### config.mk
export PLATFORM = sky130hd
export DESIGN_NAME = bkv_front
export DESIGN_NICKNAME = d
export VERILOG_FILES = /design/src/rtl/core/bkv_pkg.sv /design/src/rtl/core/bkv_front.sv
export SDC_FILE = /design/constraint.sdc
export NUM_CORES = 1
export LEC_CHECK = 0
export ABC_AREA = 1
export BUFFER_PORTS_ARGS = -buffer_cell sky130_fd_sc_hd__buf_4
export CELL_PAD_IN_SITES_DETAIL_PLACEMENT = 1
export CELL_PAD_IN_SITES_GLOBAL_PLACEMENT = 2
export CORE_MARGIN = 3
export CORE_UTILIZATION = 38
export DETAILED_ROUTE_END_ITERATION = 8
export PLACE_DENSITY = 0.82
export SLEW_MARGIN = 20
export SYNTH_ARGS = -nofsm -noshare
export SYNTH_HDL_FRONTEND = slang
export SYNTH_SLANG_ARGS = --single-unit
### constraint.sdc
create_clock -name aclk -period 3.59 [get_ports aclk]
set_clock_uncertainty 0.05 [all_clocks]
set_input_delay 0.1795 -clock aclk [delete_from_list [all_inputs] [get_ports aclk]]
set_output_delay 0.1795 -clock aclk [all_outputs]
set_load 0.01 [all_outputs]
### src/rtl/core/bkv_pkg.sv
// Shared types and constants for the bucketed key-value table.
// No dependencies; imported by the top level, the front end and the back end.
`default_nettype none

package bkv_pkg;

    localparam int KEY_W   = 20;
    localparam int VALUE_W = 31;
    localparam int READ_W  = 32;

    typedef enum logic [1:0] {
        ACT_GET    = 2'd0,
        ACT_PUT    = 2'd1,
        ACT_REMOVE = 2'd2,
        ACT_NOP    = 2'd3
    } action_t;

    typedef struct packed {
        action_t              action;
        logic [KEY_W-1:0]     key;
        logic [VALUE_W-1:0]   value;
    } item_t;

    typedef struct packed {
        logic                     found;
        logic signed [READ_W-1:0] read_value;
        logic                     bucket_full;
    } result_t;

    localparam logic signed [READ_W-1:0] READ_NONE = '1;

    typedef enum logic [1:0] {
        ST_CLEAR,
        ST_IDLE,
        ST_LOOK
    } back_state_t;

endpackage

`default_nettype wire

### src/rtl/core/bkv_front.sv
// Front end: accepts input transactions, decodes the action, masks the key
// and holds operations in a two-entry queue. Depends on bkv_pkg.
`default_nettype none

module bkv_front #(
    parameter int KEY_BITS = 20
) (
    input  logic                        aclk,
    input  logic                        aresetn,
    input  logic                        s_tvalid,
    output logic                        s_tready,
    input  logic [1:0]                  s_action,
    input  logic [bkv_pkg::KEY_W-1:0]   s_key,
    input  logic [bkv_pkg::VALUE_W-1:0] s_value,
    input  logic                        enable,
    input  logic                        pop,
    output logic                        q_valid,
    output bkv_pkg::item_t              q_item
);
    import bkv_pkg::*;

    item_t       q_reg [2];
    logic        wp_reg, wp_next;
    logic        rp_reg, rp_next;
    logic [1:0]  cnt_reg, cnt_next;
    item_t       in_item;
    logic        push;

    // keys are truncated to KEY_BITS before hashing or compare
    always_comb begin
        in_item.action = action_t'(s_action);
        in_item.value  = s_value;
        for (int i = 0; i < KEY_W; i++) begin
            in_item.key[i] = s_key[i] & (i < KEY_BITS);
        end
    end

    assign s_tready = enable && (cnt_reg != 2'd2);
    assign push     = s_tvalid && s_tready;
    assign q_valid  = (cnt_reg != 2'd0);
    assign q_item   = q_reg[rp_reg];

    always_comb begin
        wp_next  = push ? ~wp_reg : wp_reg;
        rp_next  = pop ? ~rp_reg : rp_reg;
        cnt_next = cnt_reg;
        if (push && !pop) begin
            cnt_next = cnt_reg + 2'd1;
        end else if (pop && !push) begin
            cnt_next = cnt_reg - 2'd1;
        end
    end

    always_ff @(posedge aclk) begin
        if (!aresetn) begin
            wp_reg  <= 1'b0;
            rp_reg  <= 1'b0;
            cnt_reg <= 2'd0;
        end else begin
            wp_reg  <= wp_next;
            rp_reg  <= rp_next;
            cnt_reg <= cnt_next;
        end
    end

    always_ff @(posedge aclk) begin
        if (push) begin
            q_reg[wp_reg] <= in_item;
        end
    end

endmodule

`default_nettype wire

==> flow_metrics.tcl, run 1 <==
set metrics [dict create \
    worstPathMaxFanout 27 \
    cts.sinks 111 \
    clock_power_share_pct 33.1 \
    area_growth_pct 40.03 \
    ant_nets 0 \
    fin_nets 434 \
    die_w_um 112.7 \
    grt_max_degree 54 \
    rsz0062_at_grt "no" \
    pwr_density_cell_mw_per_mm2 462.1 \
    clkLatencyLatePin_ns 0.32 \
    layout-drive-gt1-share_pct 48.16 \
    power_frac_comb_pct 12.7 \
    p_leak_nw 2.411 \
    finalCriticalPeriod_ns 2.203 \
    antenna_found_initial 0 \
    rows 38 \
    track_usage_pct 13.47 \
    maxCapViolCount 0 \
    synthesis.area_mm2 0.004329 \
    diodes 0 \
    tightestPinTransition_ns 0.9843 \
    internal-power_mw 2.181 \
    die_y_um 112.7 \
    cts_made_buffers 9 \
    die_area_mm2 0.01271 \
    drc 0 \
    nFillCells 1022 \
    vias 2369 \
    synth.ff_latch_count 111 \
    period_share_pct 61.38 \
    status "finished, final reports clean" \
    wire_per_inst_um 16.40 \
    setup_viol 0 \
    first_global_vias 2605 \
    cp.required_ns 3.53 \
    cp-start-kind "flop" \
    p_seq_share_pct 54.2 \
    yosysUniqueCellTypes 15 \
    path_class "flop to flop" \
    placeableCoreArea_mm2 0.01098 \
    max_freq_mhz 453.8 \
    start_util_pct 39.42 \
    syn-num-nets 263 \
    tns_ns 0 \
    switchingPower_mw 0.6206 \
    placed_area_mm2 0.005255 \
    place_congestion 0.7118 \
    clk_path_buf_depth 2 \
    ios 113 \
    htreeDepth 3 \
    clockRootBuffer "clkbuf_16" \
    yosysSeqAreaShare_pct 75.84 \
    multi_input_area_um2 904.6 \
    drtIter0Drc 87 \
    cp-end-kind "flop" \
    finalHoldViolCount 0 \
    finish.instance_area_mm2 0.006062 \
    portBuffers 112 \
    cts_tree "built" \
    clk_pin_slew_ns 0.07 \
    peakVddDrop_mv 0.2267 \
    cts_setup_buffers 0 \
    regArea_mm2 0.003287 \
    maxSlewHeadroom_pct 34.38 \
    critPathArrivalTime_ns 2.15 \
    slew_viol_final 0 \
    syn_inst 204 \
    vias_per_cell 4.556 \
    dp_hpwl_um 5466 \
    p_sw_share_pct 22.15 \
    ys_warn_count 0 \
    dr.pass1.iters 4 \
    gr-total-overflow 0 \
    syn_area_per_cell_um2 21.22 \
    worstHoldPathType "primary input to flop" \
    largest_reg_flops 106 \
    routed_wl_um 8528 \
    grt_first_pass_wirelength_um 13250 \
]
==> what timing repair did <==
action | in CTS | in global routing
resized for setup | 0 | 0
hold endpoints to repair | 106 | 0
setup endpoints to repair | 0 | 0
hold buffers | 53 | 0
==> metrics by stage <==
step | power, mW | hold WS [ns] | instances | setup slack, ns | utilization, %
after floorplan | 1.712 | 0.2284 | 204 | 0.2870 | -
after global placement | 1.852 | 0.3160 | 451 | 1.419 | 47.82
after detailed placement | 1.864 | 0.3174 | 451 | 1.336 | 47.85
after CTS | 2.833 | 0.05166 | 520 | 1.330 | 55.19
after global routing | 2.920 | 0.07573 | 520 | 1.154 | 55.19
final | 2.801 | 0.06054 | 520 | 1.387 | 55.19
==> worst paths after layout <==
path | startpoint | end | slack [ns] | cells past startpoint
setup reg to reg | cnt_reg[0] | q_reg[0][18] | 1.39 | 5
hold / removal | aresetn | cnt_reg[1] | 0.06 | 3
hold reg to reg | rp_reg | rp_reg | 0.46 | 2
setup / recovery | cnt_reg[0] | q_reg[0][18] | 1.39 | 5
==> worst max-delay path: stages (launching register included) <==
cell,delay [ns]
dfxtp_1,0.33
inv_1,0.09
nand2_1,0.09
nand3_1,0.16
nor2_4,0.64
buf_4,0.47
==> power by group through the flow <==
| stage | combinational, mW | clock, mW | sequential [mW] |
|---|---|---|---|
| after floorplan | 0.191 | 0 | 1.52 |
| after global placement | 0.308 | 0 | 1.54 |
| after detailed placement | 0.315 | 0 | 1.55 |
| after CTS | 0.363 | 0.951 | 1.52 |
| after global routing | 0.386 | 1.01 | 1.53 |
| final | 0.356 | 0.928 | 1.52 |
==> synth_stat cells (all sizes together) <==
| cell | number | area share [%] |
|---|---|---|
| nand3 | 2 | 0.23 |
| o21ai | 1 | 0.12 |
| buf | 6 | 2.6 |
| a21oi | 1 | 0.12 |
| a21boi | 1 | 0.17 |
| inv | 10 | 0.87 |
| nand4 | 2 | 0.29 |
| mux2 | 53 | 18 |
| ha | 1 | 0.29 |
| nor2 | 6 | 0.52 |
| nand2 | 10 | 0.87 |
| dfxtp | 5 | 2.3 |
| edfxtp | 106 | 74 |
==> area by class of cell <==
class / instances / area share [%]
tap: 140 / 2.890
clock inverter: 7 / 0.8462
timing repair buffer: 166 / 22.75
sequential: 111 / 54.22
clock buffer: 9 / 3.715
multi-input combinational: 77 / 14.92
inverter: 10 / 0.6605
==> cell usage in the layout, fill, tap and decap left out <==
master           n
inv_4            1
mux2_2           3
dfxtp_4          1
buf_4          113
ha_1             1
nand3_1          2
clkbuf_16        9
nor2_4           1
a21boi_0         1
nand4_1          2
mux2_4          50
a21oi_1          1
clkinv_1         2
nand2_1         10
dlygate4sd3_1   53
dfxtp_1          4
inv_6            5
o21ai_0          1
nor2_1           5
edfxtp_1       106
inv_1            9
==> cell families after synthesis <==
family	share of synthesized area, %
flip-flops	75.84
buffers and inverters	3.439
AO/OA/AOI/OAI	0.4045
multiplexers	18.12
adder cells (fa/ha/maj)	0.2890
AND/OR/NAND/NOR	1.908
==> per-layer routing <==
layer	global-route usage, %	wire, µm
met1	15.57	3396
met2	25.39	4671
met3	2.567	424
met4	3.606	36
met5	0	0
Power figures use the tool's default switching activity.
==> run 2: changes to the inputs <==
==> constraint.sdc (replaced) <==
create_clock -name aclk -period 2.23 [get_ports aclk]
set_clock_uncertainty 0.05 [all_clocks]
set_input_delay 0.1115 -clock aclk [delete_from_list [all_inputs] [get_ports aclk]]
set_output_delay 0.1115 -clock aclk [all_outputs]
set_load 0.01 [all_outputs]
==> flow_metrics.tcl, run 2 (synthesis results as in run 1) <==
set metrics [dict create \
    die_y_um 112.7 \
    layout-drive-gt1-share_pct 48.20 \
    vias 2373 \
    cts_made_buffers 9 \
    cp-end-kind "primary output" \
    path_class "flop to primary output" \
    drc 0 \
    htreeDepth 3 \
    clockRootBuffer "clkbuf_16" \
    cts.sinks 111 \
    tns_ns 0 \
    maxSlewHeadroom_pct 70.94 \
    cts-resized-gates 0 \
    area_growth_pct 41.91 \
    placeableCoreArea_mm2 0.01098 \
    clkLatencyLatePin_ns 0.34 \
    ant_nets 0 \
    fin_nets 442 \
    antenna_found_initial 0 \
    peakVddDrop_mv 0.3390 \
    place_congestion 0.6568 \
    grt_max_degree 34 \
    clk_pin_slew_ns 0.07 \
    dp_hpwl_um 5599 \
    status "finished, final reports clean" \
    ios 113 \
    worstPathMaxFanout 20 \
    setup_viol 0 \
    final_common_cell "buf_4" \
    track_usage_pct 14.06 \
    post-route-util_pct 55.94 \
    largest_reg_flops 106 \
    dr.pass1.iters 3 \
    portBuffers 112 \
    cts_tree "built" \
    rows 38 \
    p_leak_nw 2.448 \
    tightestPinTransition_ns 0.4353 \
    gr-total-overflow 0 \
    cts_setup_buffers 0 \
    pwr_density_cell_mw_per_mm2 724.3 \
    cp.required_ns 2.07 \
    die_w_um 112.7 \
    final_cell_mix "116 x buf_4, 106 x edfxtp_1, 55 x dlygate4sd3_1" \
    slew_viol_final 0 \
    diodes 0 \
    die_area_mm2 0.01271 \
    clk_path_buf_depth 2 \
    maxCapViolCount 0 \
    finalCriticalPeriod_ns 1.723 \
    worstHoldPathType "primary input to flop" \
    first_global_vias 2687 \
    critPathArrivalTime_ns 1.56 \
    routed_wl_um 8546 \
    vias_per_cell 4.494 \
    start_util_pct 39.42 \
    cp-start-kind "flop" \
    period_share_pct 77.28 \
    rsz0062_at_grt "no" \
    max_freq_mhz 580.3 \
    grt_first_pass_wirelength_um 13680 \
    finalHoldViolCount 0 \
    wire_per_inst_um 16.19 \
    drtIter0Drc 89 \
]
-- run 2: cell count changes in the layout (fill, tap and decap cells not counted), moves of 2 or more --
cell,before,now
clkbuf_1,0,2
dlygate4sd3_1,53,55
buf_12,0,3
clkinv_2,0,2
inv_6,5,0
buf_4,113,116
-- run 2: what timing repair did --
action,4_1_cts,5_1_grt
hold buffers,55,0
endpoints found under the setup margin,0,0
endpoints found under the hold margin,111,0
-- run 2: critical path, stage by stage, from the launching register on --
cell and delay, ns:
dfxtp_4 0.36, buf_4 0.33, mux2_2 0.39, buf_4 0.14
-- run 2: final cells by class --
| cell class | count | area [µm²] |
|---|---|---|
| Multi-Input combinational cell | 77 | 904.6 |
| Fill cell | 1005 | 4840 |
| Clock buffer | 11 | 232.7 |
| Tap cell | 140 | 175.2 |
| Inverter | 10 | 37.54 |
| Sequential cell | 111 | 3287 |
| Clock inverter | 5 | 25.02 |
| Timing Repair Buffer | 174 | 1481 |
-- run 2: power by group --
part / switching [mW] / total [mW] / internal, mW
Clock: 0.668 / 1.42 / 0.747
Sequential: 0.0256 / 2.41 / 2.38
Combinational: 0.256 / 0.628 / 0.372
Total: 0.950 / 4.45 / 3.50
-- run 2: per-layer routing --
layer / GRT usage [%] / vias up / wire, µm
li1: - / 1135 / -
met1: 15.85 / 1151 / 3331
met2: 25.59 / 74 / 4601
met3: 3.048 / 13 / 465
met4: 6.010 / 0 / 148
met5: 0 / - / 0
-- run 2: final timing paths --
path	startpoint	end	slack (ns)	cells after the start
worst max register to register	cnt_reg[0]	q_reg[1][0]	0.65	5
worst max-delay path	flop	q_item[48]	0.51	3
worst min-delay path	enable	wp_reg	0.09	4
worst min register to register	rp_reg	rp_reg	0.45	2
-- run 2: metrics by stage --
| stage | hold slack (ns) | std cells | area, µm² | total power, mW | worst slack, ns |
|---|---|---|---|---|---|
| finish | 0.09411 | 528 | 6143 | 4.450 | 0.5067 |
| global route | 0.1300 | 528 | 6143 | 4.643 | 0.4264 |
| CTS | 0.08281 | 528 | 6143 | 4.512 | 0.4663 |
| global placement | 0.2466 | 457 | 5335 | 2.992 | 0.6818 |
| floorplan | 0.1604 | 204 | 4337 | 2.755 | 0.1720 |
| detailed placement | 0.2493 | 457 | 5335 | 3.011 | 0.6203 |
